<file path="config.mk">
export PLATFORM = sky130hd
export DESIGN_NAME = frame_duration_calc_flat
export DESIGN_NICKNAME = d
export VERILOG_FILES = /design/src/rtl/fdc_pkg.sv /design/src/rtl/fdc_req_if.sv /design/src/rtl/fdc_rsp_if.sv /design/src/rtl/fdc_div.sv /design/src/rtl/fdc_seq.sv /design/src/rtl/frame_duration_calc.sv /design/src/flat_wrapper.sv
export SDC_FILE = /design/constraint.sdc
export NUM_CORES = 2
export LEC_CHECK = 0
export BUFFER_PORTS_ARGS = -buffer_cell sky130_fd_sc_hd__buf_2
export CAP_MARGIN = 5
export CORE_UTILIZATION = 47
export CTS_BUF_LIST = sky130_fd_sc_hd__clkbuf_16
export DETAILED_ROUTE_END_ITERATION = 8
export GPL_ROUTABILITY_DRIVEN = 1
export HOLD_SLACK_MARGIN = 0.02
export PLACE_DENSITY = 0.69
export SYNTH_ARGS = -nofsm -noshare
export SYNTH_HDL_FRONTEND = slang
export SYNTH_HIERARCHICAL = 1
export SYNTH_SLANG_ARGS = --single-unit
</file>
<file path="constraint.sdc">
create_clock -name clk -period 13.95 [get_ports clk]
set_clock_uncertainty 0.05 [all_clocks]
set_input_delay 1.395 -clock clk [delete_from_list [all_inputs] [get_ports clk]]
set_output_delay 1.395 -clock clk [all_outputs]
set_load 0.005 [all_outputs]
</file>
<file path="src/rtl/fdc_pkg.sv">
// Package for the frame duration calculator: microcode format, program and shared types.
package fdc_pkg;

  localparam int unsigned WordW = 32;
  localparam int unsigned PcW   = 4;

  localparam logic [WordW-1:0] TICK_RATE  = 32'd90000;
  localparam logic [WordW-1:0] SCALE_STEP = 32'd10;
  localparam logic [WordW-1:0] FULL_WORD  = 32'hFFFF_FFFF;

  // Divide by ten as (a * RECIP_TEN) >> RecipShift, exact for any 32-bit a
  localparam logic [WordW-1:0] RECIP_TEN  = 32'hCCCC_CCCD;
  localparam int unsigned      RecipShift = 35;

  // Dividend select
  typedef enum logic [2:0] {
    SRC_X, SRC_TICK, SRC_NUM, SRC_FULL, SRC_D, SRC_K, SRC_R, SRC_P
  } a_src_t;

  // Divisor select
  typedef enum logic [2:0] {
    DVS_Y, DVS_X, DVS_K, DVS_R
  } b_src_t;

  // Divider result destination
  typedef enum logic [2:0] {
    DST_GCD, DST_K, DST_R, DST_BOUND, DST_D, DST_P
  } dst_t;

  // Non-divide operation of a step
  typedef enum logic [2:0] {
    MISC_NONE, MISC_INIT, MISC_MUL, MISC_EMIT, MISC_EMIT_INV, MISC_DIV10
  } misc_t;

  // Jump condition, evaluated when the step completes
  typedef enum logic [2:0] {
    COND_NEVER, COND_ALWAYS, COND_IN_ZERO, COND_Y_NZ, COND_K_ZERO,
    COND_D_LE_BOUND, COND_R_ZERO
  } cond_t;

  typedef struct packed {
    logic           is_div;
    a_src_t         a;
    b_src_t         b;
    dst_t           dst;
    misc_t          misc;
    cond_t          cond;
    logic [PcW-1:0] target;
  } ucw_t;

  // Datapath status seen by the sequencer
  typedef struct packed {
    logic in_zero;
    logic y_nz;
    logic k_zero;
    logic d_le_bound;
    logic r_zero;
    logic div_done;
    logic div_busy;
    logic out_free;
  } fdc_stat_t;

  // Sequencer commands to the datapath
  typedef struct packed {
    ucw_t ucw;
    logic step_go;
    logic div_start;
  } fdc_ctrl_t;

  typedef enum logic {ST_IDLE, ST_RUN} seq_state_t;

  // Program addresses
  localparam logic [PcW-1:0] PC_START    = 4'd0;
  localparam logic [PcW-1:0] PC_GCD_DIV  = 4'd1;
  localparam logic [PcW-1:0] PC_GCD_TST  = 4'd2;
  localparam logic [PcW-1:0] PC_K        = 4'd3;
  localparam logic [PcW-1:0] PC_R        = 4'd4;
  localparam logic [PcW-1:0] PC_BOUND    = 4'd5;
  localparam logic [PcW-1:0] PC_SC_KTST  = 4'd6;
  localparam logic [PcW-1:0] PC_SC_DTST  = 4'd7;
  localparam logic [PcW-1:0] PC_SC_D     = 4'd8;
  localparam logic [PcW-1:0] PC_SC_K     = 4'd9;
  localparam logic [PcW-1:0] PC_SC_R     = 4'd10;
  localparam logic [PcW-1:0] PC_MUL      = 4'd11;
  localparam logic [PcW-1:0] PC_QUOT     = 4'd12;
  localparam logic [PcW-1:0] PC_EMIT     = 4'd13;
  localparam logic [PcW-1:0] PC_EMIT_INV = 4'd14;

  // Microcode ROM
  function automatic ucw_t ucode_word(input logic [PcW-1:0] pc);
    ucw_t w;
    w = '{is_div: 1'b0, a: SRC_X, b: DVS_Y, dst: DST_P, misc: MISC_NONE,
          cond: COND_NEVER, target: PC_START};
    case (pc)
      PC_START: begin
        w.misc = MISC_INIT; w.cond = COND_IN_ZERO; w.target = PC_EMIT_INV;
      end
      PC_GCD_DIV: begin
        w.is_div = 1'b1; w.a = SRC_X; w.b = DVS_Y; w.dst = DST_GCD;
      end
      PC_GCD_TST: begin
        w.cond = COND_Y_NZ; w.target = PC_GCD_DIV;
      end
      PC_K: begin
        w.is_div = 1'b1; w.a = SRC_TICK; w.b = DVS_X; w.dst = DST_K;
      end
      PC_R: begin
        w.is_div = 1'b1; w.a = SRC_NUM; w.b = DVS_X; w.dst = DST_R;
      end
      PC_BOUND: begin
        w.is_div = 1'b1; w.a = SRC_FULL; w.b = DVS_K; w.dst = DST_BOUND;
      end
      PC_SC_KTST: begin
        w.cond = COND_K_ZERO; w.target = PC_MUL;
      end
      PC_SC_DTST: begin
        w.cond = COND_D_LE_BOUND; w.target = PC_MUL;
      end
      PC_SC_D: begin
        w.misc = MISC_DIV10; w.a = SRC_D; w.dst = DST_D;
      end
      PC_SC_K: begin
        w.misc = MISC_DIV10; w.a = SRC_K; w.dst = DST_K;
      end
      PC_SC_R: begin
        w.misc = MISC_DIV10; w.a = SRC_R; w.dst = DST_R;
        w.cond = COND_ALWAYS; w.target = PC_SC_KTST;
      end
      PC_MUL: begin
        w.misc = MISC_MUL; w.cond = COND_R_ZERO; w.target = PC_EMIT_INV;
      end
      PC_QUOT: begin
        w.is_div = 1'b1; w.a = SRC_P; w.b = DVS_R; w.dst = DST_P;
      end
      PC_EMIT: begin
        w.misc = MISC_EMIT;
      end
      default: begin
        w.misc = MISC_EMIT_INV;
      end
    endcase
    return w;
  endfunction

endpackage

</file>
<file path="src/rtl/fdc_req_if.sv">
// Request channel: frame rate numerator and denominator.
interface fdc_req_if;
  logic        valid;
  logic        ready;
  logic [31:0] rate_numerator;
  logic [31:0] rate_denominator;

  modport source(output valid, output rate_numerator, output rate_denominator, input ready);
  modport sink(input valid, input rate_numerator, input rate_denominator, output ready);
endinterface

</file>
<file path="src/rtl/fdc_rsp_if.sv">
// Result channel: frame duration in 90 kHz ticks and invalid flag.
interface fdc_rsp_if;
  logic        valid;
  logic        ready;
  logic [31:0] duration_ticks;
  logic        invalid;

  modport source(output valid, output duration_ticks, output invalid, input ready);
  modport sink(input valid, input duration_ticks, input invalid, output ready);
endinterface

</file>
<file path="src/rtl/fdc_div.sv">
// Radix-2 restoring divider, one quotient bit per cycle.
module fdc_div
  import fdc_pkg::*;
(
  input  logic             clk,
  input  logic             rst,
  input  logic             start,
  input  logic [WordW-1:0] dividend,
  input  logic [WordW-1:0] divisor,
  output logic             busy,
  output logic             done,
  output logic [WordW-1:0] quo,
  output logic [WordW-1:0] rem
);

  localparam int unsigned CntW = $clog2(WordW);

  logic [WordW-1:0] dvs;
  logic [CntW-1:0]  cnt;
  logic [WordW:0]   rem_shift;
  logic [WordW:0]   diff;

  // Shift in next dividend bit and trial subtract
  assign rem_shift = {rem, quo[WordW-1]};
  assign diff      = rem_shift - {1'b0, dvs};

  // Control
  always_ff @(posedge clk) begin
    if (rst) begin
      busy <= 1'b0;
      done <= 1'b0;
      cnt  <= '0;
    end else begin
      done <= 1'b0;
      if (start) begin
        busy <= 1'b1;
        cnt  <= '0;
      end else if (busy) begin
        cnt <= cnt + 1'b1;
        if (cnt == CntW'(WordW - 1)) begin
          busy <= 1'b0;
          done <= 1'b1;
        end
      end
    end
  end

  // Datapath
  always_ff @(posedge clk) begin
    if (start) begin
      rem <= '0;
      quo <= dividend;
      dvs <= divisor;
    end else if (busy) begin
      if (!diff[WordW]) begin
        rem <= diff[WordW-1:0];
        quo <= {quo[WordW-2:0], 1'b1};
      end else begin
        rem <= rem_shift[WordW-1:0];
        quo <= {quo[WordW-2:0], 1'b0};
      end
    end
  end

endmodule

</file>
<file path="src/rtl/fdc_seq.sv">
// Microcode sequencer: step counter, ROM lookup, jump logic and divider handshake.
module fdc_seq
  import fdc_pkg::*;
(
  input  logic      clk,
  input  logic      rst,
  input  logic      in_valid,
  output logic      in_ready,
  input  fdc_stat_t stat,
  output fdc_ctrl_t ctrl
);

  seq_state_t     state, state_next;
  logic [PcW-1:0] pc, pc_next;
  logic           issued;
  logic           taken;
  logic           is_emit;
  ucw_t           ucw;

  assign ucw     = ucode_word(pc);
  assign is_emit = (ucw.misc == MISC_EMIT) || (ucw.misc == MISC_EMIT_INV);

  // Jump condition
  always_comb begin
    unique case (ucw.cond)
      COND_ALWAYS:     taken = 1'b1;
      COND_IN_ZERO:    taken = stat.in_zero;
      COND_Y_NZ:       taken = stat.y_nz;
      COND_K_ZERO:     taken = stat.k_zero;
      COND_D_LE_BOUND: taken = stat.d_le_bound;
      COND_R_ZERO:     taken = stat.r_zero;
      default:         taken = 1'b0;
    endcase
  end

  // Next state, step counter and commands
  always_comb begin
    state_next     = state;
    pc_next        = pc;
    in_ready       = 1'b0;
    ctrl.ucw       = ucw;
    ctrl.step_go   = 1'b0;
    ctrl.div_start = 1'b0;
    unique case (state)
      ST_IDLE: begin
        in_ready = 1'b1;
        if (in_valid) begin
          state_next = ST_RUN;
          pc_next    = PC_START;
        end
      end
      ST_RUN: begin
        if (ucw.is_div) begin
          ctrl.div_start = !issued;
          ctrl.step_go   = stat.div_done;
        end else if (is_emit) begin
          ctrl.step_go = stat.out_free;
        end else begin
          ctrl.step_go = 1'b1;
        end
        if (ctrl.step_go) begin
          if (is_emit) begin
            state_next = ST_IDLE;
          end else begin
            pc_next = taken ? ucw.target : pc + 1'b1;
          end
        end
      end
      default: begin
        state_next = ST_IDLE;
      end
    endcase
  end

  always_ff @(posedge clk) begin
    if (rst) begin
      state  <= ST_IDLE;
      pc     <= PC_START;
      issued <= 1'b0;
    end else begin
      state <= state_next;
      pc    <= pc_next;
      if (ctrl.div_start) begin
        issued <= 1'b1;
      end else if (stat.div_done) begin
        issued <= 1'b0;
      end
    end
  end

endmodule

</file>
<file path="src/rtl/frame_duration_calc.sv">
// Frame duration calculator top level: datapath registers, divider and sequencer.
//
// Converts a frame rate (numerator / denominator) into the frame duration in
// 90 kHz ticks. One request on req gives exactly one result on rsp.
// A request is taken only while the block is idle; a finished result sits in
// an output register, so the next request is taken while it waits.
// A small microprogram drives one shared serial divider and one 32x32
// multiplier, which also divides by ten through a reciprocal. Each divide
// step waits for the divider to finish. A zero input goes straight from the
// first step to the invalid result; otherwise the run grows with each Euclid
// step and each scaling round by 10.
// Reset (rst, synchronous) returns the sequencer to idle and empties the
// output register; no other state survives between requests.
// When the receiver stalls, the result holds in rsp and the sequencer waits
// at its final step until the output register is free.
// rsp.invalid is set, with duration 0, for a zero input or a numerator that
// scales down to zero.
module frame_duration_calc
  import fdc_pkg::*;
(
  input  logic      clk,
  input  logic      rst,
  fdc_req_if.sink   req,
  fdc_rsp_if.source rsp
);

  fdc_stat_t stat;
  fdc_ctrl_t ctrl;
  ucw_t      ucw;

  logic [WordW-1:0] num, den, x, y, k, r, bound, d, p;
  logic [WordW-1:0] div_a, div_b, div_quo, div_rem;
  logic [WordW-1:0] mul_a, mul_b, quo_ten;
  logic [2*WordW-1:0] prod;
  logic             div_busy, div_done;
  logic             load;

  assign ucw  = ctrl.ucw;
  assign load = req.valid && req.ready;

  fdc_seq u_seq (
    .clk      (clk),
    .rst      (rst),
    .in_valid (req.valid),
    .in_ready (req.ready),
    .stat     (stat),
    .ctrl     (ctrl)
  );

  // Operand select for the shared divider
  always_comb begin
    unique case (ucw.a)
      SRC_X:    div_a = x;
      SRC_TICK: div_a = TICK_RATE;
      SRC_NUM:  div_a = num;
      SRC_FULL: div_a = FULL_WORD;
      SRC_D:    div_a = d;
      SRC_K:    div_a = k;
      SRC_R:    div_a = r;
      SRC_P:    div_a = p;
      default:  div_a = x;
    endcase
    unique case (ucw.b)
      DVS_Y:   div_b = y;
      DVS_X:   div_b = x;
      DVS_K:   div_b = k;
      DVS_R:   div_b = r;
      default: div_b = y;
    endcase
  end

  fdc_div u_div (
    .clk      (clk),
    .rst      (rst),
    .start    (ctrl.div_start),
    .dividend (div_a),
    .divisor  (div_b),
    .busy     (div_busy),
    .done     (div_done),
    .quo      (div_quo),
    .rem      (div_rem)
  );

  // Shared multiplier: k * den for the product, reciprocal multiply for a divide by ten
  always_comb begin
    if (ucw.misc == MISC_MUL) begin
      mul_a = k;
      mul_b = den;
    end else begin
      mul_a = div_a;
      mul_b = RECIP_TEN;
    end
  end

  assign prod    = (2*WordW)'(mul_a) * (2*WordW)'(mul_b);
  assign quo_ten = WordW'(prod >> RecipShift);

  // Status back to the sequencer
  always_comb begin
    stat.in_zero    = (num == '0) || (den == '0);
    stat.y_nz       = (y != '0);
    stat.k_zero     = (k == '0);
    stat.d_le_bound = (d <= bound);
    stat.r_zero     = (r == '0);
    stat.div_done   = div_done;
    stat.div_busy   = div_busy;
    stat.out_free   = !rsp.valid || rsp.ready;
  end

  // Working registers
  always_ff @(posedge clk) begin
    if (load) begin
      num <= req.rate_numerator;
      den <= req.rate_denominator;
    end
    if (ctrl.step_go) begin
      if (ucw.is_div) begin
        unique case (ucw.dst)
          DST_GCD: begin
            x <= y;
            y <= div_rem;
          end
          DST_K:     k     <= div_quo;
          DST_R:     r     <= div_quo;
          DST_BOUND: bound <= div_quo;
          DST_D:     d     <= div_quo;
          DST_P:     p     <= div_quo;
          default:   p     <= div_quo;
        endcase
      end else if (ucw.misc == MISC_INIT) begin
        x <= TICK_RATE;
        y <= num;
        d <= den;
      end else if (ucw.misc == MISC_DIV10) begin
        unique case (ucw.dst)
          DST_D:   d <= quo_ten;
          DST_K:   k <= quo_ten;
          default: r <= quo_ten;
        endcase
      end else if (ucw.misc == MISC_MUL) begin
        // product wraps mod 2^32
        p <= prod[WordW-1:0];
      end
    end
  end

  // Output register
  always_ff @(posedge clk) begin
    if (rst) begin
      rsp.valid <= 1'b0;
    end else if (ctrl.step_go && (ucw.misc == MISC_EMIT || ucw.misc == MISC_EMIT_INV)) begin
      rsp.valid <= 1'b1;
    end else if (rsp.ready) begin
      rsp.valid <= 1'b0;
    end
  end

  always_ff @(posedge clk) begin
    if (ctrl.step_go && !ucw.is_div && ucw.misc == MISC_EMIT) begin
      rsp.duration_ticks <= p;
      rsp.invalid        <= 1'b0;
    end else if (ctrl.step_go && !ucw.is_div && ucw.misc == MISC_EMIT_INV) begin
      rsp.duration_ticks <= '0;
      rsp.invalid        <= 1'b1;
    end
  end

  // The divider is never restarted while it is working
  a_div_start_idle : assert property (@(posedge clk) disable iff (rst)
    ctrl.div_start |-> !div_busy)
    else $error("divider started while busy");

  // A completed divide always follows a busy period
  a_div_done_after_busy : assert property (@(posedge clk) disable iff (rst)
    div_done |-> $past(div_busy))
    else $error("divider done without a preceding busy cycle");

  // An idle block has no divide in flight
  a_idle_div_quiet : assert property (@(posedge clk) disable iff (rst)
    req.ready |-> !div_busy && !div_done)
    else $error("request taken while a divide is in flight");

  // An invalid result carries a zero duration
  a_invalid_zero : assert property (@(posedge clk) disable iff (rst)
    rsp.valid && rsp.invalid |-> rsp.duration_ticks == '0)
    else $error("invalid result with nonzero duration");

endmodule

</file>
<file path="src/flat_wrapper.sv">
// flat-port wrapper written by rule: the top's interface ports become plain ports
module frame_duration_calc_flat import fdc_pkg::*;
  (clk, rst, req_valid, req_rate_numerator, req_rate_denominator, req_ready, rsp_valid, rsp_duration_ticks, rsp_invalid, rsp_ready);
  fdc_req_if req_i ();
  fdc_rsp_if rsp_i ();
  input  logic clk;
  input  logic rst;
  input wire logic [$bits(req_i.valid)-1:0] req_valid;
  input wire logic [$bits(req_i.rate_numerator)-1:0] req_rate_numerator;
  input wire logic [$bits(req_i.rate_denominator)-1:0] req_rate_denominator;
  output wire logic [$bits(req_i.ready)-1:0] req_ready;
  output wire logic [$bits(rsp_i.valid)-1:0] rsp_valid;
  output wire logic [$bits(rsp_i.duration_ticks)-1:0] rsp_duration_ticks;
  output wire logic [$bits(rsp_i.invalid)-1:0] rsp_invalid;
  input wire logic [$bits(rsp_i.ready)-1:0] rsp_ready;
  assign req_i.valid = req_valid;
  assign req_i.rate_numerator = req_rate_numerator;
  assign req_i.rate_denominator = req_rate_denominator;
  assign req_ready = req_i.ready;
  assign rsp_valid = rsp_i.valid;
  assign rsp_duration_ticks = rsp_i.duration_ticks;
  assign rsp_invalid = rsp_i.invalid;
  assign rsp_i.ready = rsp_ready;
  frame_duration_calc u_core (.clk(clk), .rst(rst), .req(req_i), .rsp(rsp_i));
endmodule
</file>
### Yosys cells after proc, flatten, opt, wreduce, memory -nomap -nowiden

Cells that the tools add are included.
Widths: inputs -> output; s select.

| storage, ports and cells | value |
|---|---|
| bits in registers | 431 |
| input bits | 68 |
| output and inout bits | 35 |
| word-level logic and storage cells | 190 |

| cells by class | value |
|---|---|
| add/sub/neg operators | 3 |
| multipliers | 1 |
| order comparisons | 1 |
| equality and inequality tests | 52 |
| multiplexer cells | 66 |
| bitwise logic cells | 2 |
| reductions and logical operators | 44 |

Operators with widths:

| operator | number |
|---|---|
| $mux 32 | 33 |
| $pmux 32 s8 | 1 |
| $logic_not 32->1 | 4 |
| $pmux 32 s3 | 1 |
| $mul 32x32->64 | 1 |
| $pmux 7 s6 | 1 |
| $sub 33x32->33 | 1 |
| $le 32x32->1 | 1 |
| $reduce_bool 32->1 | 1 |
| $eq 3x3->1 const B | 10 |
| $pmux 3 s5 | 2 |
| $eq 3x2->1 const B | 8 |
| $eq 4x4->1 const B | 6 |
| $pmux 3 s7 | 1 |
| $mux 1 | 18 |
| $eq 4x3->1 const B | 4 |
| $mux 4 | 4 |
| $reduce_and 5->1 | 3 |
| $ne 2x2->1 const B | 7 |
| $reduce_bool 2->1 | 7 |
| $eq 3x1->1 const B | 4 |
| $reduce_or 2->1 | 5 |
| $reduce_or 5->1 | 2 |
| $reduce_and 3->1 | 3 |
| 24 further kinds | 41 |

### Longest topological paths before layout

| logic depth | value |
|---|---|
| depth after elaboration | 13 |
| depth in mapped cells | 43 |
| mapped depth without buffers | 39 |

### Cells and area by module

Netlist, hierarchy kept.

By module, submodules not included:

| module | instances | cells an instance | area each (µm²) | seq. area each (µm²) |
|---|---|---|---|---|
| frame_duration_calc | 1 | 5,148 | 49,092.1 | 9,649.3 |
| fdc_div | 1 | 533 | 5,886.9 | 2,702.6 |
| fdc_seq | 1 | 139 | 932.1 | 120.1 |

### Worst setup path before layout

OpenSTA, ideal clock, no wires.

| path | value |
|---|---|
| kind | flip-flop to flip-flop |
| from | reg u_core.u_seq.pc[0] |
| to | reg u_core.d[21], data pin |
| setup time | 0.255 ns |
| data arrival time | 9.358 ns |
| slack | 4.286 ns |
| cell stages (with the launch flop) | 39 |
| buffers on the path | 5 |
| path through | dfxtp_1 inv_1 ha_1 clkbuf_1 inv_1 nor2_1 nand2_1 nand2_1 buf_1 buf_2 mux4_2 o22a_1 a21oi_1 clkbuf_1 nor2_1 fa_1 fa_1 fa_1 [... 3 more ...] fa_1 inv_1 fa_1 inv_1 fa_1 fa_1 ha_1 clkbuf_1 and2_1 nand2_1 o41a_1 a21boi_1 nor2b_2 a211oi_4 a21oi_4 o31ai_2 nand4_1 and3_1 |

RTL lines:

| element | line | text |
|---|---|---|
| from (decl) | fdc_seq.sv:14 | `logic [PcW-1:0] pc, pc_next;` |
| from (signal assigned) | fdc_seq.sv:82 | `pc <= pc_next;` |
| to (signal assigned) | frame_duration_calc.sv:126 | `DST_D: d <= div_quo;` |
| to (signal assigned) | frame_duration_calc.sv:133 | `d <= den;` |
| to (signal assigned) | frame_duration_calc.sv:136 | `DST_D: d <= quo_ten;` |
| to (decl) | frame_duration_calc.sv:31 | `logic [WordW-1:0] num, den, x, y, k, r, bound, d, p;` |

==> run summary <==
YS warnings -> 6
Critical path start-end classification -> reg2reg
Clk Latency, worst-skew pair -> 0.61 ns
# IOs -> 103
Initial core utilization -> 0.474
Syn Inst Count -> 5816
Synth Area per Inst -> 9.61 µm²
Routability congestion estimate -> 1.04
Pre-antenna DRT Iters -> 6
Core Region -> 0.118 mm²
DR DRC count -> 0
Worst Path Arrival -> 12.72 ns
Total track usage -> 0.349
Chip width -> 347 µm
Die height -> 347 µm
Most frequent CP cell -> fa_1
Post-DP HPWL -> 160000 µm
Final Critical Period -> 12.37 ns
Cts bufs inserted -> 43
Rows -> 126
CP peak stage delay -> 0.91 ns
Crit end category -> flop
P&R area growth vs syn -> 6.37%
HP Start -> u_core/u_div/quo[11]$_DFFE_PP_
Final max-slew violation count -> 0
RSZ-0062 raised after global routing -> false
Final cell count without fillers -> 7309
Syn Nets -> 7114
Fill cells -> 10800
Iteration-0 DRC Markers -> 5812
Max-slew headroom -> 0.135
Clock Path Buffers -> 3
Global-route wire length before repair -> 307000 µm
Hold Path Class -> reg2reg
Area of the die -> 0.120 mm²
Cell count after placement -> 7229
Reg2reg start -> u_core/u_seq/pc[2]$_SDFFE_PP0P_
Clk slew on worst S/H paths -> 0.06 ns
CP required -> 14.31 ns
Worst Max-Slew Pin Slew -> 1.27 ns
Worst-path fanout max -> 30
Post-CTS Setup Inserts -> 0
GRT overflow -> 0
Startpoint type of the worst setup path -> flop
Vias in the first global route -> 46000
Crit path launch -> u_core/u_seq/pc[2]$_SDFFE_PP0P_
H-tree Lvls -> 2
Register Area -> 0.0125 mm²
Synth Cell Area -> 0.0559 mm²
CP max-delay cell -> dfxtp_1
CTS tree -> yes
Peak Freq -> 0.0809 GHz
Clock root cell -> clkbuf_16
Pre-CTS WS -> 1.90 ns
Antenna Nets Post-Route -> 0
Hold Buf Count CTS -> 0
Via count -> 45000
Status -> finished, final reports clean
Max_cap viols -> 0
Fraction of layout cells with a size suffix above 1 -> 0.0894
Area occupied by multi-input gates -> 0.0386 mm²
Via/cell ratio -> 6.16
Post-CTS resize count -> 0
Initial antenna violation count -> 27
Final hold violations -> 0
Min Hold Slack -> 0.435 ns
Clk sinks -> 431
IO Port Bufs -> 102
Setup TNS -> 0 ns
Period Utilization, post-route -> 0.886
Final WS setup -> 1.58 ns
Final net count -> 7036
Largest net degree at the start of global routing -> 195
DR WL/cell -> 28.7 µm
Setup-failing EPs final -> 0
Final WL -> 210000 µm
-- critical path: cells and delay by family (launching register included) --
kind	cells	cell delay [ns]
fa+ha+maj	9	4.34
compound gates	12	3.54
buf+inv	5	1.41
simple gates	5	1.34
flops	1	0.91
mux	2	0.40
xor+xnor	1	0.17
-- worst paths after layout --
check | endpoint | slack (ns) | cells after the start
max | u_core/d[26]$_DFFE_PP_ | 1.58 | 34
min | u_core/bound[11]$_DFFE_PP_ | 0.44 | 0
max reg2reg | u_core/d[26]$_DFFE_PP_ | 1.58 | 34
min reg2reg | u_core/bound[11]$_DFFE_PP_ | 0.44 | 0
-- layout make-up --
class                   count  share of cell area
diodes                      3            0.000126
clock buffers              43              0.0181
clock inverters            34             0.00440
inverters                 959              0.0605
multi-input cells        4069               0.649
flip-flops and latches    431               0.210
well taps                1536              0.0323
repair buffers            234              0.0259
-- stage by stage --
| stage | util | instance area (µm²) |
|---|---|---|
| 6_report | 0.504 | 59500 |
| 5_1_grt | 0.504 | 59400 |
| 4_1_cts | 0.504 | 59400 |
| 3_5_place_dp | 0.493 | 58100 |
| 3_3_place_gp | 0.493 | 58100 |
| 2_1_floorplan | - | 55900 |
-- per-layer routing --
layer	vias up	wire, µm	GRT usage
met5	-	105	0
met4	16	16500	0.221
met3	759	25700	0.0819
met2	3137	90600	0.526
met1	22500	77000	0.452
li1	18600	-	-
-- placed cells by master, fill, tap and decap left out, types with 28 or more instances in the layout --
cell       instances
o21a_1            28
mux2i_1           54
edfxtp_1         384
nor2_1           511
nand3_1           31
a21o_1            55
a22oi_1           36
fa_1             897
inv_1            965
nand2b_1          51
buf_4            129
a211oi_1          40
and3_1           280
nand2_1          624
xor2_1            30
nor2b_1           35
a21oi_1          177
nand4_1           52
ha_1             333
xnor2_1           58
dfxtp_1           46
and2_1            85
buf_2            102
clkbuf_16         43
o21ai_0          186
nor4_1            45
mux2_2           103
-- registers in the layout, summed over array words and instances (netlist names), 4 cells and up --
| register | count |
|---|---|
| u_core/u_div/cnt | 5 |
| u_core/p | 32 |
| u_core/u_div/quo | 32 |
| u_core/x | 32 |
| u_core/num | 32 |
| u_core/den | 32 |
| u_core/u_seq/pc | 4 |
| u_core/u_div/dvs | 32 |
| u_core/rsp.duration_ticks | 32 |
| u_core/d | 32 |
| u_core/u_div/rem | 32 |
| u_core/k | 32 |
| u_core/bound | 32 |
| u_core/r | 32 |
| u_core/y | 32 |
Power is not shown: default switching activity piles up to over one toggle a cycle in this logic, so the estimate is an artifact.
